## src/hdl/lks_pkg.sv

```systemverilog
// Shared types and constants for the link key store.
package lks_pkg;

    localparam int ADDR_W = 48;
    localparam int HALF_W = 64;
    localparam int KIND_W = 8;
    localparam int SEQ_W  = 32;
    localparam int SLOT_W = 4;

    typedef enum logic [2:0] {
        MODE_LOOKUP = 3'd0,
        MODE_STORE  = 3'd1,
        MODE_DELETE = 3'd2,
        MODE_REWIND = 3'd3,
        MODE_NEXT   = 3'd4
    } mode_t;

    typedef enum logic [1:0] {
        ST_IDLE,
        ST_SCAN,
        ST_FINISH
    } state_t;

    typedef struct packed {
        logic [ADDR_W-1:0] address;
        logic [HALF_W-1:0] key_upper;
        logic [HALF_W-1:0] key_lower;
        logic [KIND_W-1:0] kind;
        logic [SEQ_W-1:0]  seq_num;
    } entry_t;

endpackage

```

## src/hdl/link_key_store_fifo_evict.sv

```systemverilog
// Link key store with FIFO replacement: top level, slot scanner and entry memory.
//
//  channel  | handshake        | payload
//  ---------+------------------+----------------------------------------------------
//  request  | start / busy     | mode, address, key_upper, key_lower, key_kind
//  result   | done (1 cycle)   | found, found_address, found_key_upper,
//           |                  | found_key_lower, found_kind, slot_used
//
// A transaction is taken when start is high and busy is low. Lookup, store, delete
// and next sweep every slot through the registered entry memory, one slot per
// cycle; rewind and unused modes skip the sweep and go straight to the finish step.
// done is high in the cycle after the finish step, with busy already low.
// Reset clears the valid bits and the iterator at once; entry contents need no
// clearing. The result side cannot stall.
module link_key_store_fifo_evict
    import lks_pkg::*;
#(
    parameter int SLOTS = 16
) (
    input  logic                clk,
    input  logic                rst_n,
    input  logic                start,
    output logic                busy,
    input  logic [2:0]          mode,
    input  logic [ADDR_W-1:0]   address,
    input  logic [HALF_W-1:0]   key_upper,
    input  logic [HALF_W-1:0]   key_lower,
    input  logic [KIND_W-1:0]   key_kind,
    output logic                done,
    output logic                found,
    output logic [ADDR_W-1:0]   found_address,
    output logic [HALF_W-1:0]   found_key_upper,
    output logic [HALF_W-1:0]   found_key_lower,
    output logic [KIND_W-1:0]   found_kind,
    output logic [SLOT_W-1:0]   slot_used
);

    localparam int IDX_W = (SLOTS > 1) ? $clog2(SLOTS) : 1;
    localparam int CNT_W = $clog2(SLOTS + 1);

    // Entry memory: address, key, kind and sequence per slot. Written only in the
    // finish step and read only during the sweep, so no two accesses overlap.
    entry_t mem [SLOTS];
    entry_t rd_data_reg;

    state_t state_reg, state_next;
    logic [CNT_W-1:0] cnt_reg;
    logic [SLOTS-1:0] valid_reg;
    logic [CNT_W-1:0] iter_reg;

    // Latched request.
    logic [2:0]        req_mode_reg;
    logic [ADDR_W-1:0] req_addr_reg;
    logic [HALF_W-1:0] req_ku_reg;
    logic [HALF_W-1:0] req_kl_reg;
    logic [KIND_W-1:0] req_kind_reg;

    // Sweep results.
    logic             hit_reg;       // first match (lookup, delete) or next valid entry
    logic [IDX_W-1:0] hit_idx_reg;
    logic             amatch_reg;    // last matching valid slot (store)
    logic [IDX_W-1:0] amatch_idx_reg;
    logic             empty_reg;     // last empty slot (store)
    logic [IDX_W-1:0] empty_idx_reg;
    logic             low_reg;       // first slot with lowest sequence (store)
    logic [IDX_W-1:0] low_idx_reg;
    logic [SEQ_W-1:0] low_seq_reg;
    logic [SEQ_W-1:0] high_seq_reg;
    entry_t           hit_data_reg;

    // Result registers.
    logic              done_reg;
    logic              found_reg;
    logic [ADDR_W-1:0] found_address_reg;
    logic [HALF_W-1:0] found_key_upper_reg;
    logic [HALF_W-1:0] found_key_lower_reg;
    logic [KIND_W-1:0] found_kind_reg;
    logic [SLOT_W-1:0] slot_used_reg;

    logic             accept;
    logic             proc_en;
    logic [IDX_W-1:0] proc_idx;
    logic             proc_valid;
    logic             proc_match;
    logic             proc_after;
    logic             finish;
    logic [IDX_W-1:0] store_idx;
    logic             is_scan_mode;

    assign busy    = (state_reg != ST_IDLE);
    assign accept  = start && !busy;
    assign finish  = (state_reg == ST_FINISH);

    // Slot whose read data is present this cycle lags the read counter by one.
    assign proc_en    = (state_reg == ST_SCAN) && (cnt_reg != '0);
    assign proc_idx   = IDX_W'(cnt_reg - CNT_W'(1));
    assign proc_valid = valid_reg[proc_idx];
    assign proc_match = proc_valid && (rd_data_reg.address == req_addr_reg);
    assign proc_after = proc_valid && (CNT_W'(proc_idx) >= iter_reg);

    // Store target priority: existing address, then an empty slot, then the oldest.
    assign store_idx = amatch_reg ? amatch_idx_reg :
                       empty_reg  ? empty_idx_reg  : low_idx_reg;

    always_comb
    begin
        case (mode)
            MODE_LOOKUP, MODE_STORE, MODE_DELETE, MODE_NEXT: is_scan_mode = 1'b1;
            default:                                         is_scan_mode = 1'b0;
        endcase
    end

    always_comb
    begin
        state_next = state_reg;
        case (state_reg)
            ST_IDLE:
            begin
                if (start)
                    state_next = is_scan_mode ? ST_SCAN : ST_FINISH;
            end
            ST_SCAN:
            begin
                if (cnt_reg == CNT_W'(SLOTS))
                    state_next = ST_FINISH;
            end
            ST_FINISH:
                state_next = ST_IDLE;
            default:
                state_next = ST_IDLE;
        endcase
    end

    always_ff @(posedge clk or negedge rst_n)
    begin
        if (!rst_n)
            state_reg <= ST_IDLE;
        else
            state_reg <= state_next;
    end

    // Memory ports.
    always_ff @(posedge clk)
    begin
        if ((state_reg == ST_SCAN) && (cnt_reg < CNT_W'(SLOTS)))
            rd_data_reg <= mem[IDX_W'(cnt_reg)];
        if (finish && (req_mode_reg == MODE_STORE))
            mem[store_idx] <= '{address:   req_addr_reg,
                                key_upper: req_ku_reg,
                                key_lower: req_kl_reg,
                                kind:      req_kind_reg,
                                seq_num:   high_seq_reg + SEQ_W'(1)};
    end

    // Control state.
    always_ff @(posedge clk or negedge rst_n)
    begin
        if (!rst_n)
        begin
            cnt_reg    <= '0;
            valid_reg  <= '0;
            iter_reg   <= '0;
            hit_reg    <= 1'b0;
            amatch_reg <= 1'b0;
            empty_reg  <= 1'b0;
            low_reg    <= 1'b0;
            done_reg   <= 1'b0;
        end
        else
        begin
            done_reg <= finish;
            if (accept)
            begin
                cnt_reg    <= '0;
                hit_reg    <= 1'b0;
                amatch_reg <= 1'b0;
                empty_reg  <= 1'b0;
                low_reg    <= 1'b0;
            end
            else if (state_reg == ST_SCAN)
            begin
                cnt_reg <= cnt_reg + CNT_W'(1);
                if (proc_en)
                begin
                    case (req_mode_reg)
                        MODE_LOOKUP, MODE_DELETE:
                            if (proc_match)
                                hit_reg <= 1'b1;
                        MODE_NEXT:
                            if (proc_after)
                                hit_reg <= 1'b1;
                        MODE_STORE:
                        begin
                            if (!proc_valid)
                                empty_reg <= 1'b1;
                            else
                            begin
                                low_reg <= 1'b1;
                                if (proc_match)
                                    amatch_reg <= 1'b1;
                            end
                        end
                        default: ;
                    endcase
                end
            end
            else if (finish)
            begin
                case (req_mode_reg)
                    MODE_STORE:
                        valid_reg[store_idx] <= 1'b1;
                    MODE_DELETE:
                        if (hit_reg)
                            valid_reg[hit_idx_reg] <= 1'b0;
                    MODE_REWIND:
                        iter_reg <= '0;
                    MODE_NEXT:
                        iter_reg <= hit_reg ? CNT_W'(hit_idx_reg) + CNT_W'(1)
                                            : CNT_W'(SLOTS);
                    default: ;
                endcase
            end
        end
    end

    // Payload: request, sweep indexes and data, result.
    always_ff @(posedge clk)
    begin
        if (accept)
        begin
            req_mode_reg <= mode;
            req_addr_reg <= address;
            req_ku_reg   <= key_upper;
            req_kl_reg   <= key_lower;
            req_kind_reg <= key_kind;
            high_seq_reg <= '0;
        end
        else if (proc_en)
        begin
            case (req_mode_reg)
                MODE_LOOKUP, MODE_DELETE, MODE_NEXT:
                    if (!hit_reg && (req_mode_reg == MODE_NEXT ? proc_after : proc_match))
                    begin
                        hit_idx_reg  <= proc_idx;
                        hit_data_reg <= rd_data_reg;
                    end
                MODE_STORE:
                begin
                    if (!proc_valid)
                        empty_idx_reg <= proc_idx;
                    else
                    begin
                        if (proc_match)
                            amatch_idx_reg <= proc_idx;
                        if (rd_data_reg.seq_num > high_seq_reg)
                            high_seq_reg <= rd_data_reg.seq_num;
                        if (!low_reg || (rd_data_reg.seq_num < low_seq_reg))
                        begin
                            low_idx_reg <= proc_idx;
                            low_seq_reg <= rd_data_reg.seq_num;
                        end
                    end
                end
                default: ;
            endcase
        end

        if (finish)
        begin
            found_reg           <= 1'b0;
            found_address_reg   <= '0;
            found_key_upper_reg <= '0;
            found_key_lower_reg <= '0;
            found_kind_reg      <= '0;
            slot_used_reg       <= '0;
            case (req_mode_reg)
                MODE_LOOKUP, MODE_NEXT:
                    if (hit_reg)
                    begin
                        found_reg           <= 1'b1;
                        found_address_reg   <= hit_data_reg.address;
                        found_key_upper_reg <= hit_data_reg.key_upper;
                        found_key_lower_reg <= hit_data_reg.key_lower;
                        found_kind_reg      <= hit_data_reg.kind;
                        slot_used_reg       <= SLOT_W'(hit_idx_reg);
                    end
                MODE_DELETE:
                    if (hit_reg)
                    begin
                        found_reg     <= 1'b1;
                        slot_used_reg <= SLOT_W'(hit_idx_reg);
                    end
                MODE_STORE:
                begin
                    found_reg     <= 1'b1;
                    slot_used_reg <= SLOT_W'(store_idx);
                end
                default: ;
            endcase
        end
    end

    assign done            = done_reg;
    assign found           = found_reg;
    assign found_address   = found_address_reg;
    assign found_key_upper = found_key_upper_reg;
    assign found_key_lower = found_key_lower_reg;
    assign found_kind      = found_kind_reg;
    assign slot_used       = slot_used_reg;

    // A result only follows the finish step, and the block is idle while it shows.
    a_done_after_finish: assert property (@(posedge clk) disable iff (!rst_n)
        done |-> ($past(state_reg) == ST_FINISH) && !busy)
        else $error("result strobe without finish step");

    // Iterator never runs past the end of the table.
    a_iter_range: assert property (@(posedge clk) disable iff (!rst_n)
        iter_reg <= CNT_W'(SLOTS))
        else $error("iterator out of range");

    // A store always lands and leaves its slot valid.
    a_store_valid: assert property (@(posedge clk) disable iff (!rst_n)
        finish && (req_mode_reg == MODE_STORE) |=> done && found && valid_reg[$past(store_idx)])
        else $error("store did not leave a valid slot");

    // The sweep covers every slot before finishing.
    a_full_sweep: assert property (@(posedge clk) disable iff (!rst_n)
        (state_reg == ST_SCAN) && (state_next == ST_FINISH) |-> cnt_reg == CNT_W'(SLOTS))
        else $error("sweep ended early");

endmodule
```

## config.mk

```make
export PLATFORM = sky130hd
export DESIGN_NAME = link_key_store_fifo_evict
export DESIGN_NICKNAME = d
export VERILOG_FILES = /design/src/hdl/lks_pkg.sv /design/src/hdl/link_key_store_fifo_evict.sv
export SDC_FILE = /design/constraint.sdc
export NUM_CORES = 2
export LEC_CHECK = 0
export BUFFER_PORTS_ARGS = -buffer_cell sky130_fd_sc_hd__buf_4
export CORE_UTILIZATION = 46
export DETAILED_ROUTE_END_ITERATION = 8
export PLACE_DENSITY = 0.76
export REMOVE_ABC_BUFFERS = 1
export SYNTH_ARGS = -nofsm -noshare
export SYNTH_HDL_FRONTEND = slang
export SYNTH_SLANG_ARGS = --single-unit
```

## constraint.sdc

```tcl
create_clock -name clk -period 15.9 [get_ports clk]
set_clock_uncertainty 0.15 [all_clocks]
set_input_delay 3.18 -clock clk [delete_from_list [all_inputs] [get_ports clk]]
set_output_delay 3.18 -clock clk [all_outputs]
set_load 0.01 [all_outputs]
```

==> results.json <==
{
  "worst_ep_required_time_ns": 16.31,
  "syn_area_per_cell_um2": 24.5,
  "port_buffers": 380,
  "maximum_number_of_pins_on_one_net_before_global_route_repair": 161,
  "number_of_global_route_vias_before_repair": 75500,
  "finalWorstPathRequiredPeriod_ns": 6.37,
  "multiInputGateArea_um2": 29800,
  "dr_iter_0_viols": 9373,
  "post_synth_num_cell_types": 58,
  "place.detailed.instances": 11400,
  "count_of_final_hold_check_violations": 0,
  "flow.area_growth_from_synthesis_pct": 13.6,
  "clock_latency_ns": 0.95,
  "final_wtd_congestion": 0.807,
  "floorplan.die.width_um": 594,
  "max-vdd-ir-drop_mv": 0.145,
  "drcViolationCount": 0,
  "cts.path.max_buffers": 4,
  "initial_utilization": 0.462,
  "largest_reg_flops": 3456,
  "ioPinCount": 381,
  "number_of_instances_resized_during_post_cts_repair": 0,
  "run_status": "completed",
  "drt_wl_total_um": 378000,
  "post_cts_hold_buffer_count": 0,
  "seqCellArea_um2": 130000,
  "rsz_0062_raised_after_global_routing": "false",
  "antenna_found_initial": 22,
  "final_cell_count_no_fill": 12100,
  "cts.htree.levels": 5,
  "finalCritPeriodShare": 0.401,
  "fp.coreArea_um2": 349000,
  "totalNegativeSetupSlack_ns": 0,
  "vias_post_dr": 73500,
  "power-per-cell-area_nw_per_um2": 156,
  "cp-end-kind": "flip-flop",
  "synth_flop_cell": "sky130_fd_sc_hd__edfxtp_1",
  "asyncSetResetFlopFracSynth": 0.00759,
  "drt_first_pass_iters": 5,
  "maxCapViolations": 0,
  "post_drt_via_cell_ratio": 6.05,
  "clockRootBuffer": "sky130_fd_sc_hd__clkbuf_16",
  "critPathArrivalTime_ns": 6.78,
  "largest_fanout_on_the_critical_path": 44,
  "grt_first_pass_wirelength_um": 542000,
  "slew_of_the_pin_with_the_lowest_slew_margin_ns": 1.33,
  "post_synth_inst_count": 6584,
  "floorplan.die_area_um2": 353000,
  "wl_per_cell_um": 31.1,
  "power.leakage_nw": 57.3,
  "highest_attainable_clock_frequency_ghz": 0.157,
  "slew_violations": 0,
  "global_route.usage.total": 0.212,
  "timing.final.setup_violations": 0,
  "hold_path.class": "reg2reg",
  "fraction_of_layout_cells_with_a_size_suffix_above_1": 0.293,
  "yosys_register_bits": 4345,
  "worstSetupPathType": "reg2reg",
  "globalRoute.totalOverflow": 0,
  "cts_buffers": 411,
  "worst_setup_hold_path_clk_slew_ns": 0.06,
  "tritoncts": "done",
  "fp.dieH_um": 594,
  "fin_total_pwr_w": 0.0286,
  "clock-sinks": 4345,
  "ys_seq_area_frac": 0.806,
  "synthesis.yosys.warnings": 0,
  "finish.net_count": 7471,
  "relSlewSlack": 0.107,
  "synthesis.area_um2": 161000,
  "worstSetupStartpointType": "flip-flop",
  "hpwlAfterDp_um": 186000,
  "core.rowCount": 217,
  "route.antenna.remaining_nets": 0,
  "post_cts.repair.setup_buffers": 0,
  "number_of_synthesized_flops_with_an_enable_pin": 4280,
  "fillCellCount": 25600
}
==> per-layer routing <==
metal | global-route usage | vias up | wire length [um]
met5 | 0 | - | 74
met3 | 0.0380 | 679 | 37200
li1 | - | 29300 | -
met2 | 0.348 | 4423 | 187000
met1 | 0.295 | 39000 | 144000
met4 | 0.0558 | 12 | 9440
==> synth_stat cells (8+ instances only) <==
| cell | count | area, um2 |
|---|---|---|
| sky130_fd_sc_hd__edfxtp_1 | 4280 | 129000 |
| sky130_fd_sc_hd__mux4_2 | 1083 | 24400 |
| sky130_fd_sc_hd__clkbuf_1 | 201 | 754 |
| sky130_fd_sc_hd__and3_1 | 187 | 1170 |
| sky130_fd_sc_hd__buf_2 | 89 | 445 |
| sky130_fd_sc_hd__xnor2_1 | 78 | 683 |
| sky130_fd_sc_hd__inv_1 | 76 | 285 |
| sky130_fd_sc_hd__ha_1 | 75 | 938 |
| sky130_fd_sc_hd__nand3_1 | 59 | 295 |
| sky130_fd_sc_hd__a21oi_1 | 57 | 285 |
| sky130_fd_sc_hd__nor2_1 | 45 | 169 |
| sky130_fd_sc_hd__nand2_1 | 41 | 154 |
| sky130_fd_sc_hd__o21ai_0 | 41 | 205 |
| sky130_fd_sc_hd__dfrtp_1 | 33 | 826 |
| sky130_fd_sc_hd__dfxtp_1 | 32 | 641 |
| sky130_fd_sc_hd__o21ai_1 | 32 | 160 |
| sky130_fd_sc_hd__nand4_1 | 30 | 188 |
| sky130_fd_sc_hd__nand2b_1 | 16 | 100 |
| sky130_fd_sc_hd__a21o_1 | 15 | 113 |
| sky130_fd_sc_hd__nor3_1 | 15 | 75.1 |
| sky130_fd_sc_hd__mux2i_1 | 9 | 90.1 |
| sky130_fd_sc_hd__buf_1 | 8 | 30.0 |
| sky130_fd_sc_hd__buf_4 | 8 | 60.1 |
| sky130_fd_sc_hd__nor2b_1 | 8 | 50.1 |
| sky130_fd_sc_hd__o31ai_1 | 8 | 60.1 |
==> cells by family (layout without fill, tap and decap cells) <==
kind of cell,count (synthesis),in the layout,share of synthesized area
AOI/OAI and AO/OA,183,183,0.00673
xor gates and xnor gates,82,82,0.00455
adders and majority gates,76,76,0.00588
buffers and inverters,386,1348,0.0100
DFF,4345,4345,0.806
muxes,1094,1094,0.152
other,0,4,0
and+or+nand+nor,418,418,0.0145
==> final timing paths <==
check                                                from                     endpoint  slack [ns]  depth (start not counted)
worst max-delay path               cnt_reg[0]$_DFFE_PN0P_  hit_data_reg[153]$_DFFE_PP_        9.53                         13
worst min-delay path            rd_data_reg[84]$_DFFE_PP_   hit_data_reg[84]$_DFFE_PP_        0.26                          0
worst max register to register     cnt_reg[0]$_DFFE_PN0P_  hit_data_reg[153]$_DFFE_PP_        9.53                         13
worst min register to register  rd_data_reg[84]$_DFFE_PP_   hit_data_reg[84]$_DFFE_PP_        0.26                          0
max in group asynchronous                           rst_n       cnt_reg[1]$_DFFE_PN0P_       13.20                          1
min in group asynchronous                           rst_n               done$_DFF_PN0_        2.03                          1
==> layout by cell type (no fill, tap or decap), drive strengths merged, types with 5 or more instances in the layout <==
cell / instances
xnor2: 78
edfxtp: 4280
mux2i: 10
nor4: 6
clkinvlp: 19
nor2: 45
nand2b: 16
dfxtp: 32
nand4: 30
nor3: 16
a21o: 15
nand2: 41
inv: 89
clkbuf: 497
clkinv: 187
and3: 187
nand3: 59
a31oi: 5
mux4: 1083
buf: 518
nor2b: 8
a21oi: 57
o31ai: 9
ha: 75
a211oi: 5
o21ai: 73
bufinv: 38
dfrtp: 33
==> critical path: stages (launching register included) <==
cell and delay, ns:
sky130_fd_sc_hd__dfrtp_4 0.69, sky130_fd_sc_hd__buf_4 0.62, sky130_fd_sc_hd__buf_4 0.78, sky130_fd_sc_hd__ha_1 0.25, sky130_fd_sc_hd__nand2b_1 0.12, sky130_fd_sc_hd__a21o_1 0.13
sky130_fd_sc_hd__a21o_1 0.13, sky130_fd_sc_hd__a21oi_1 0.07, sky130_fd_sc_hd__o32ai_1 0.32, sky130_fd_sc_hd__nand4_1 0.24, sky130_fd_sc_hd__nor2_4 0.22, sky130_fd_sc_hd__buf_4 0.53
sky130_fd_sc_hd__buf_4 0.63, sky130_fd_sc_hd__buf_4 0.86
==> per-stage QoR <==
step / setup slack [ns] / instance area [um2] / hold slack [ns] / utilization
2_1_floorplan: -30.19 / 160000 / 0.250 / -
3_3_place_gp: 9.48 / 170000 / 0.250 / 0.487
3_5_place_dp: 9.50 / 170000 / 0.255 / 0.487
4_1_cts: 9.44 / 183000 / 0.263 / 0.525
5_1_grt: 9.14 / 183000 / 0.274 / 0.525
6_report: 9.53 / 183000 / 0.261 / 0.525
==> area by class of cell <==
cell class | count | share of cell area
flip-flops and latches | 4345 | 0.710
multi-input cells | 1853 | 0.163
clock buffers | 497 | 0.0591
well taps | 4599 | 0.0314
repair buffers | 518 | 0.0226
clock inverters | 256 | 0.0131
inverters | 77 | 0.00166
diodes | 4 | 0.0000546
==> power breakdown <==
part           switching [W]  leakage [nW]  internal, W
clock network        0.00420          6.41      0.00547
logic                0.00227          11.4      0.00230
registers           0.000662          39.5       0.0137
total                0.00713          57.3       0.0215
Note: power is estimated with default switching activity, not from simulation.
